$ cat src/design/hecd_pkg.sv
// Shared types, constants and the scancode table for the HID event decoder.
// No dependencies; every design file imports this package.
package hecd_pkg;

  // Cursor state width and the fixed widths of the clamp registers and ports.
  localparam int COORD_BITS = 11;
  localparam int LIM_BITS   = 11;
  localparam int SUM_BITS   = ((COORD_BITS > LIM_BITS) ? COORD_BITS : LIM_BITS) + 2;

  localparam logic [COORD_BITS-1:0] COORD_MAX  = {COORD_BITS{1'b1}};
  localparam logic [LIM_BITS-1:0]   MAX_X_INIT = LIM_BITS'(1024);
  localparam logic [LIM_BITS-1:0]   MAX_Y_INIT = LIM_BITS'(768);

  localparam logic [3:0] TYPE_KEY = 4'h1;

  // Configuration register indexes.
  typedef enum logic [0:0] {
    REG_MAX_X = 1'b0,
    REG_MAX_Y = 1'b1
  } cfg_reg_t;

  // Key decode outcome for one word.
  typedef struct packed {
    logic       is_key;
    logic       char_valid;
    logic [6:0] char_code;
  } key_info_t;

  // US set-2 scancode to ASCII; indexes not in the table give 0.
  function automatic logic [6:0] key_rom(input logic [7:0] idx);
    logic [6:0] c;
    unique case (idx)
      8'd13:   c = 7'h09;
      8'd14:   c = 7'h60;
      8'd21:   c = 7'h71;
      8'd22:   c = 7'h31;
      8'd26:   c = 7'h7A;
      8'd27:   c = 7'h73;
      8'd28:   c = 7'h61;
      8'd29:   c = 7'h77;
      8'd30:   c = 7'h32;
      8'd33:   c = 7'h63;
      8'd34:   c = 7'h78;
      8'd35:   c = 7'h64;
      8'd36:   c = 7'h65;
      8'd37:   c = 7'h34;
      8'd38:   c = 7'h33;
      8'd41:   c = 7'h20;
      8'd42:   c = 7'h76;
      8'd43:   c = 7'h66;
      8'd44:   c = 7'h74;
      8'd45:   c = 7'h72;
      8'd46:   c = 7'h35;
      8'd49:   c = 7'h6E;
      8'd50:   c = 7'h62;
      8'd51:   c = 7'h68;
      8'd52:   c = 7'h67;
      8'd53:   c = 7'h79;
      8'd54:   c = 7'h36;
      8'd58:   c = 7'h6D;
      8'd59:   c = 7'h6A;
      8'd60:   c = 7'h75;
      8'd61:   c = 7'h37;
      8'd62:   c = 7'h38;
      8'd65:   c = 7'h2C;
      8'd66:   c = 7'h6B;
      8'd67:   c = 7'h69;
      8'd68:   c = 7'h6F;
      8'd69:   c = 7'h30;
      8'd70:   c = 7'h39;
      8'd73:   c = 7'h2E;
      8'd74:   c = 7'h2F;
      8'd75:   c = 7'h6C;
      8'd76:   c = 7'h3B;
      8'd77:   c = 7'h70;
      8'd78:   c = 7'h2D;
      8'd82:   c = 7'h27;
      8'd84:   c = 7'h5B;
      8'd85:   c = 7'h3D;
      8'd90:   c = 7'h0A;
      8'd91:   c = 7'h5D;
      8'd93:   c = 7'h5C;
      8'd102:  c = 7'h7F;
      8'd105:  c = 7'h31;
      8'd107:  c = 7'h34;
      8'd108:  c = 7'h37;
      8'd112:  c = 7'h30;
      8'd113:  c = 7'h2E;
      8'd114:  c = 7'h32;
      8'd115:  c = 7'h35;
      8'd116:  c = 7'h36;
      8'd117:  c = 7'h38;
      8'd118:  c = 7'h1B;
      8'd121:  c = 7'h2B;
      8'd122:  c = 7'h33;
      8'd123:  c = 7'h2D;
      8'd124:  c = 7'h2A;
      8'd125:  c = 7'h39;
      default: c = 7'h00;
    endcase
    return c;
  endfunction

endpackage

$ cat src/design/hecd_key_decode.sv
// Key path of the HID event decoder: type check, flag check, scancode lookup.
// Depends on hecd_pkg.
module hecd_key_decode
  import hecd_pkg::*;
(
  input  logic [31:0] word,
  output key_info_t   info
);

  logic is_key;
  logic plain;

  assign is_key = (word[27:24] == TYPE_KEY);
  // Break flag and bit 23 both clear.
  assign plain  = !word[15] && !word[23];

  always_comb begin
    info.is_key     = is_key;
    info.char_valid = is_key && plain;
    info.char_code  = (is_key && plain) ? key_rom(word[7:0]) : 7'd0;
  end

endmodule

$ cat src/design/hecd_cursor.sv
// Cursor state of the HID event decoder: clamp registers, position, move logic.
// Depends on hecd_pkg.
module hecd_cursor
  import hecd_pkg::*;
(
  input  logic                  clk,
  input  logic                  rst,
  input  logic                  cfg_wr_en,
  input  cfg_reg_t              cfg_sel,
  input  logic [LIM_BITS-1:0]   cfg_data,
  input  logic                  move,
  input  logic                  is_mouse,
  input  logic [7:0]            dx,
  input  logic [7:0]            dy,
  output logic [COORD_BITS-1:0] new_x,
  output logic [COORD_BITS-1:0] new_y
);

  logic [LIM_BITS-1:0]   max_x;
  logic [LIM_BITS-1:0]   max_y;
  logic [COORD_BITS-1:0] pos_x;
  logic [COORD_BITS-1:0] pos_y;
  logic [COORD_BITS-1:0] pos_x_next;
  logic [COORD_BITS-1:0] pos_y_next;

  always_ff @(posedge clk) begin
    if (rst) begin
      max_x <= MAX_X_INIT;
      max_y <= MAX_Y_INIT;
    end else if (cfg_wr_en) begin
      unique case (cfg_sel)
        REG_MAX_X: max_x <= cfg_data;
        REG_MAX_Y: max_y <= cfg_data;
        default:   max_x <= max_x;
      endcase
    end
  end

  // Add a signed delta, then saturate to 0..min(lim, COORD_MAX).
  function automatic logic [COORD_BITS-1:0] clamp_move(
    input logic [COORD_BITS-1:0] pos,
    input logic signed [SUM_BITS-1:0] delta,
    input logic [LIM_BITS-1:0] lim
  );
    logic signed [SUM_BITS-1:0] sum;
    logic [SUM_BITS-1:0]        hi;
    logic [COORD_BITS-1:0]      res;
    sum = $signed(SUM_BITS'(pos)) + delta;
    hi  = (SUM_BITS'(lim) > SUM_BITS'(COORD_MAX)) ? SUM_BITS'(COORD_MAX) : SUM_BITS'(lim);
    priority if (sum < 0) begin
      res = '0;
    end else if ($unsigned(sum) > hi) begin
      res = COORD_BITS'(hi);
    end else begin
      res = COORD_BITS'($unsigned(sum));
    end
    return res;
  endfunction

  logic signed [SUM_BITS-1:0] delta_x;
  logic signed [SUM_BITS-1:0] delta_y;

  assign delta_x = SUM_BITS'($signed(dx));
  assign delta_y = -SUM_BITS'($signed(dy));

  always_comb begin
    if (is_mouse) begin
      new_x = clamp_move(pos_x, delta_x, max_x);
      new_y = clamp_move(pos_y, delta_y, max_y);
    end else begin
      new_x = pos_x;
      new_y = pos_y;
    end
    pos_x_next = move ? new_x : pos_x;
    pos_y_next = move ? new_y : pos_y;
  end

  always_ff @(posedge clk) begin
    if (rst) begin
      pos_x <= '0;
      pos_y <= '0;
    end else begin
      pos_x <= pos_x_next;
      pos_y <= pos_y_next;
    end
  end

endmodule

$ cat src/design/hid_event_key_cursor_decoder_unit.sv
// Top level of the HID event decoder: input register, key and cursor paths,
// result register. Depends on hecd_pkg, hecd_key_decode and hecd_cursor.
// An accepted word moves from the input register to the result register; it
// waits in the input register while the old result is not taken, and a result
// is taken at an edge with out_ready high. One word per cycle while out_ready
// is high; hecd_cursor adds and clamps as the word leaves the input register.
// Reset (synchronous, rst high): both stages empty, cursor at 0,0,
// max_x 1024, max_y 768.
module hid_event_key_cursor_decoder_unit
  import hecd_pkg::*;
(
  input  logic                clk,
  input  logic                rst,
  // Configuration write port
  input  logic                cfg_wr_en,
  input  logic [0:0]          cfg_index,
  input  logic [LIM_BITS-1:0] cfg_data,
  // Input channel
  input  logic                in_valid,
  output logic                in_ready,
  input  logic [31:0]         event_word,
  // Result channel
  output logic                out_valid,
  input  logic                out_ready,
  output logic                is_key_event,
  output logic                char_valid,
  output logic [6:0]          char_code,
  output logic [10:0]         cursor_x,
  output logic [10:0]         cursor_y,
  output logic [2:0]          buttons,
  output logic                cursor_updated
);

  // Input register: one word waiting for the decode stage.
  logic        word_valid;
  logic [31:0] word;
  // Advance the word into the result register when that register is free
  // or being drained this cycle.
  logic        advance;

  assign advance  = word_valid && (!out_valid || out_ready);
  // Take a new word whenever the input register is empty or moves on.
  assign in_ready = !word_valid || advance;

  always_ff @(posedge clk) begin
    if (rst) begin
      word_valid <= 1'b0;
    end else if (in_ready) begin
      word_valid <= in_valid;
    end
  end

  always_ff @(posedge clk) begin
    if (in_ready && in_valid) begin
      word <= event_word;
    end
  end

  // Key path: type nibble, flags, scancode lookup.
  key_info_t key_info;

  hecd_key_decode u_key (
    .word (word),
    .info (key_info)
  );

  // Cursor path: the position only moves when a mouse word advances.
  logic                  is_mouse;
  logic [COORD_BITS-1:0] new_x;
  logic [COORD_BITS-1:0] new_y;

  assign is_mouse = !key_info.is_key;

  hecd_cursor u_cursor (
    .clk       (clk),
    .rst       (rst),
    .cfg_wr_en (cfg_wr_en),
    .cfg_sel   (cfg_reg_t'(cfg_index)),
    .cfg_data  (cfg_data),
    .move      (advance && is_mouse),
    .is_mouse  (is_mouse),
    .dx        (word[7:0]),
    .dy        (word[15:8]),
    .new_x     (new_x),
    .new_y     (new_y)
  );

  // Result register: hold until taken, refill on advance.
  always_ff @(posedge clk) begin
    if (rst) begin
      out_valid <= 1'b0;
    end else if (advance) begin
      out_valid <= 1'b1;
    end else if (out_ready) begin
      out_valid <= 1'b0;
    end
  end

  always_ff @(posedge clk) begin
    if (advance) begin
      is_key_event   <= key_info.is_key;
      char_valid     <= key_info.char_valid;
      char_code      <= key_info.char_code;
      cursor_x       <= 11'(new_x);
      cursor_y       <= 11'(new_y);
      // Buttons are reported with mouse words only.
      buttons        <= is_mouse ? word[18:16] : 3'd0;
      cursor_updated <= is_mouse;
    end
  end

  // A character is only ever reported for a key word.
  a_char_is_key: assert property (@(posedge clk) disable iff (rst)
    out_valid && char_valid |-> is_key_event)
    else $error("character reported for a non-key word");

  // Key words neither move the cursor nor carry buttons.
  a_key_no_mouse: assert property (@(posedge clk) disable iff (rst)
    out_valid && is_key_event |-> !cursor_updated && (buttons == 3'd0))
    else $error("key word carries mouse fields");

  // With the result register empty, the input side never stalls.
  a_no_false_stall: assert property (@(posedge clk) disable iff (rst)
    !out_valid |-> in_ready)
    else $error("input stalled while result register empty");

endmodule
$ cat config.mk
export PLATFORM = sky130hd
export DESIGN_NAME = hid_event_key_cursor_decoder_unit
export DESIGN_NICKNAME = d
export VERILOG_FILES = /design/src/design/hecd_pkg.sv /design/src/design/hecd_key_decode.sv /design/src/design/hecd_cursor.sv /design/src/design/hid_event_key_cursor_decoder_unit.sv
export SDC_FILE = /design/constraint.sdc
export NUM_CORES = 1
export LEC_CHECK = 0
export ABC_AREA = 1
export BUFFER_PORTS_ARGS = -buffer_cell sky130_fd_sc_hd__buf_2
export CAP_MARGIN = 20
export CORE_MARGIN = 2
export CORE_UTILIZATION = 65
export CTS_BUF_LIST = sky130_fd_sc_hd__clkbuf_8
export CTS_CLUSTER_SIZE = 14
export DETAILED_ROUTE_END_ITERATION = 8
export PLACE_DENSITY = 0.85
export SLEW_MARGIN = 5
export SYNTH_ARGS = -nofsm -noshare
export SYNTH_HDL_FRONTEND = slang
export SYNTH_SLANG_ARGS = --single-unit
export TNS_END_PERCENT = 30
$ cat constraint.sdc
create_clock -name clk -period 5.7 [get_ports clk]
set_input_delay 1.14 -clock clk [delete_from_list [all_inputs] [get_ports clk]]
set_output_delay 1.14 -clock clk [all_outputs]
set_load 0.02 [all_outputs]
* Word-level counts from Yosys, hierarchy flattened
Memories as Yosys holds them, arrays and structs flattened. A register that Yosys moved wholly into a read port is not among the register bits.
Index checks and enable logic that the tools add are counted.
** Word-level totals
- Word-level logic and storage cells :: 48
- Flip-flop bits (word level) :: 102
- Input bits :: 49
- Memories :: 1
- Output and inout port bits :: 37
- ROM bits :: 896
** Memory list
- (no name shown) :: depth 128, width 7, rd ports 1, clocked after Yosys merged registers in 1, write ports 0, RTL line hecd_pkg.sv:32 : unique case (idx)
** Cells by class
- Reduce and logical (&&, ||, !) cells :: 16
- $add $sub $neg :: 3
- Multiplexer cells :: 8
- Bitwise logic cells :: 2
- $lt $le $gt $ge :: 4
- Equality and inequality tests :: 1
** Operators by type and width (number)
- $mux W11 :: 6
- $gt A13 B11 Y1 :: 2
- $lt A13 B1 Y1 const B :: 2
- $add A12 B13 Y13 :: 1
- $add A12 B8 Y13 :: 1
- $neg A8 Y13 :: 1
- $logic_and A1 B1 Y1 :: 5
- $logic_not A1 Y1 :: 5
- $eq A4 B1 Y1 const B :: 1
- $reduce_and A2 Y1 :: 2
- $logic_or A1 B1 Y1 :: 2
- $mux W1 :: 2
- $not A1 Y1 :: 2
- $reduce_bool A2 Y1 :: 1
- $reduce_or A2 Y1 :: 1

* Depth between registers and ports, before layout
- Depth in word-level cells :: 6
- Mapped depth :: 21
- Mapped depth without buffers :: 20

* By module
A second synthesis with hierarchy kept.
** Unflattened totals
- Cells, all modules :: 997
- Area total of the unflattened synthesis :: 7662.3 µm²
** By module, submodules not included
- hecd_cursor :: area each 4314.1 µm², sequential area each 880.8 µm², instances 1, cells an instance 654
- hid_event_key_cursor_decoder_unit :: area each 2135.8 µm², sequential area each 2052.0 µm², instances 1, cells an instance 88
- hecd_key_decode :: area each 1212.4 µm², sequential area each 0.0 µm², instances 1, cells an instance 255

* Worst setup path before layout
No wires, ideal clock.
- Path type :: reg-to-reg
- From :: reg word[0]
- To :: reg cursor_x[1], data pin
- Setup slack :: 2.494 ns
- Period minus slack after synthesis :: 3.206 ns
- Buffers on the path :: 1
- Data arrival time :: 2.949 ns
- Stages on the path, launching flop included :: 20
- Data required time :: 5.443 ns
- Library setup time :: 0.257 ns
- Cells stage by stage :: edfxtp_1 > ha_1 > inv_1 > fa_1 > nand3b_1 > nand2_1 > inv_1 > o21bai_1 > nand3_1 > nand3_1 > xor2_1 > inv_1 > ha_1 > nand2_1 > nand3b_2 > nand2_2 > buf_4 > nand2_1 > nand3_2 > o21ai_1
** Between the ends
- Word-level cells in the longest chain between the ends :: 5
- Elaborated cells on any way between the ends :: 6
- Those cells by class :: 1 x add/sub; 2 x order compare; 3 x mux
** RTL lines
- start: declaration :: RTL line hid_event_key_cursor_decoder_unit.sv:36 : logic [31:0] word;
- start signal: assignment :: RTL line hid_event_key_cursor_decoder_unit.sv:55 : word <= event_word;
- $add A12 B8 Y13 (*) :: RTL line hecd_cursor.sv:48 : sum = $signed(SUM_BITS'(pos)) + delta;
- $gt A13 B11 Y1 :: RTL line hecd_cursor.sv:52 : end else if ($unsigned(sum) > hi) begin
- $mux W11 :: RTL line hecd_cursor.sv:52
- $mux W11 (*) :: RTL line hecd_cursor.sv:50 : priority if (sum < 0) begin
- $mux W11 (*) :: RTL line hecd_cursor.sv:67 : if (is_mouse) begin
- net new_x[1] :: RTL line hid_event_key_cursor_decoder_unit.sv:69 : logic [COORD_BITS-1:0] new_x;
- end signal: assignment :: RTL line hid_event_key_cursor_decoder_unit.sv:104 : cursor_x <= 11'(new_x);
- end: declaration :: RTL line hid_event_key_cursor_decoder_unit.sv:28 : output logic [10:0] cursor_x,
Mark *: on every way through the listed nets, which the timed path passes. The rest lies on a longest branch.
A chain may end at the register's enable or synchronous reset.

* Worst setup path after layout
- From :: reg word[1]
- To :: reg cursor_x[1], data pin
Same word-level chain as after synthesis.

==> flow_summary_export.csv <==
group,metric,value,unit
run_status,status,"finished clean",
synthesis,synth.most_common_cell,"nand2_1",
floorplan,dieArea,11400,sq um
sta,tightest_slew,1040,ps
sta,fmax,0.241,GHz
synthesis,syn_nets,943,
critical_path,start_kind,"register",
cells_and_area,fillers,777,
sta,slew_viol_final,0,
floorplan,die_y,107,um
grt,first_global_vias,5666,
synthesis,synth.area.mux_share,0,%
sta,finalCritPeriodShare,72.7,%
cells_and_area,area_growth_syn_to_layout,9.47,%
grt,antenna_found_initial,0,
route,wl_met3,1.07,mm
clock_tree,cts_buffer_depth,2,
route,drt-total-wl,16.8,mm
synthesis,post-synth-top-area-cell,"edfxtp_1",
synthesis,synth_top_family_by_area,"simple AND/OR/NAND/NOR gates",
route,wire_per_inst,16.1,um
clock_tree,post_cts_buffers,0,
sta,setup_violations,0,
synthesis,avgSynthCellArea,8.19,sq um
synthesis,synth_edf_count,59,
critical_path,worst_path_dominant_cell_family,"simple AND/OR/NAND/NOR gates",
place,port_buffers,77,
critical_path,cp_data_required_time,5930,ps
critical_path,crit_arrival,4370,ps
clock_tree,ctsResizeCount,0,
power_and_ir_drop,p_leak,0.00355,uW
clock_tree,hold_buffers,0,
route,first_iter_violations,503,
clock_tree,clkTransAtPathRegs,100,ps
clock_tree,htreeDepth,3,
route,drt-met1-wl,7.39,mm
synthesis,synth_area_leaders,"edfxtp_1 26%, dfxtp_1 13%, ha_1 10%",
floorplan,start_util,66.7,%
synthesis,ys_top_cells_by_count,"156 x nand2_1, 123 x inv_1, 64 x o21ai_0",
critical_path,crit_path_max_incr_delay,540,ps
min_path,hp-class,"reg2reg",
synthesis,netlist_area,6860,sq um
route,vias,5941,
synthesis,ys_ff_latch,105,
route,met2_length,7.86,mm
sta,hold_violations,0,
floorplan,die_w,107,um
job,maxCapViolCount,0,
grt,track_usage,30.2,%
floorplan,coreArea,10300,sq um
sta,fin_worst_skew,14.6,ps
route,via_per_inst,5.70,
cells_and_area,nets,1008,
clock_tree,insertion_delay,390,ps
power_and_ir_drop,ir_drop,0.198,mV
grt,grt_first_pass_wirelength,27.0,mm
critical_path,slowest_stage,"edfxtp_1",
route,drc,0,
critical_path,path_class,"reg2reg",
place,gp_congestion,0.959,
power_and_ir_drop,power.total,1900,uW
sta,fin_crit,4140,ps
clock_tree,cts_made_buffers,9,
synthesis,synthDistinctLibCells,44,
clock_tree,clock-root-buffer,"clkbuf_8",
synthesis,synthCells,837,
synthesis,synth_top_area_share,25.8,%
floorplan,num_rows,37,
power_and_ir_drop,powerDensity,253,nW/um^2
synthesis,synthAdderAreaFrac,10.6,%
synthesis,synthSimpleGateAreaFrac,21.7,%
critical_path,cp_max_fo,12,
clock_tree,clkSinkCount,105,
sta,fin_setup_tns,0,ps
route,drtAntennaViolNets,0,
sta,maxSlewHeadroom,30.3,%
cells_and_area,antennaDiodeCount,0,
grt,grt.overflow.total,0,
place,place_hpwl,12.4,mm
route,dr.pass1.iters,7,
critical_path,cp_num_buf_inv,3,
cells_and_area,drive_above_1_share,19.1,%
synthesis,synthArstFlopShare,0,%
floorplan,num_io_pins,86,
synthesis,synth_xor_area_share,2.55,%
clock_tree,cts_tree,"done",
grt,grt_max_degree,45,
synthesis,ys_seq_area_share,39.3,%
critical_path,end_kind,"register",
synthesis,synth_compound_area_share,16.7,%
synthesis,synth_ff_type,"edfxtp_1",
route,routed.top_layer,"met4",
sta,rsz0062_at_grt,"no",
critical_path,crit_chain,"inv_1, fa_1, nand3b_1, nand2_1, inv_1, o21bai_1, nand3_1, nand3_1, xor2_1, inv_1, ha_1, nand2_1, o211ai_2, nand2_2, nand2_1, nand3_2, o21ai_1",
synthesis,synth_warnings,0,
## layout by cell type, fill, tap and decap left out, types with 15 or more instances in the layout
cell type,netlist,layout
buf_2,2,77
nor2_1,50,49
nand3_2,25,25
a21oi_2,20,20
dfxtp_1,46,46
nand2_2,15,15
nand3_1,44,44
ha_1,55,55
a21oi_1,56,56
nand2_1,156,156
edfxtp_1,59,59
o21ai_0,64,64
inv_1,123,124
## flip-flops by register name, summed over array words and instances, names as in the netlist, 3 cells and up
name            cells
buttons             3
char_code           7
cursor_x           11
cursor_y           11
u_cursor.max_x     11
u_cursor.max_y     11
u_cursor.pos_x     11
u_cursor.pos_y     11
word               24
## worst paths after layout
kind | end | slack, ps | depth (start not counted) | start
setup / recovery | cursor_x[1] | 1560 | 17 | word[1]
hold / removal | u_cursor.max_x[8] | 490 | 2 | u_cursor.max_x[8]
setup reg to reg | cursor_x[1] | 1560 | 17 | word[1]
hold reg to reg | u_cursor.max_x[8] | 490 | 2 | u_cursor.max_x[8]
## per-stage QoR
stage | std cells | worst slack [ps] | area (sq um) | hold WS [ps] | utilization, %
global placement | 1025 | 1820 | 7300 | 473 | 71.0
global route | 1043 | 1190 | 7510 | 522 | 73.1
finish | 1043 | 1560 | 7510 | 493 | 73.1
floorplan | 837 | 2490 | 6860 | 448 | -
detailed placement | 1025 | 1720 | 7300 | 481 | 71.0
CTS | 1041 | 1650 | 7450 | 498 | 72.5
## cell families (layout without fill, tap and decap cells)
logic type               after synthesis  after routing
adder cells (fa/ha/maj)               57             57
flip-flops                           105            105
AND/OR/NAND/NOR                      310            310
buffers and inverters                157            227
XOR/XNOR                              20             20
AO/OA/AOI/OAI                        188            188
## layout make-up
cell class / instances / area (sq um) / share of cell area [%]
clock buffers: 9 / 124 / 1.65
inverters: 129 / 484 / 6.45
repair buffers: 82 / 463 / 6.17
clock inverters: 7 / 30.0 / 0.400
multi-input cells: 575 / 3540 / 47.2
flip-flops and latches: 105 / 2690 / 35.9
well taps: 136 / 170 / 2.27
## power breakdown
group	switching [uW]	internal [uW]	total, uW
Combinational	394	208	602
Sequential	30.4	860	890
Clock	259	151	410
## per-layer routing
metal	vias up	GRT usage, %
met5	-	0
met4	0	12.7
met3	42	5.17
met2	231	49.6
met1	2728	39.6
li1	2940	-
## tightest hold or removal path: cells and delay by family (launching register included)
kind | cells | cell delay, ps
buffers and inverters | 1 | 80
AO/OA/AOI/OAI | 1 | 70
flip-flops | 1 | 310
Power figures use the tool's default switching activity.
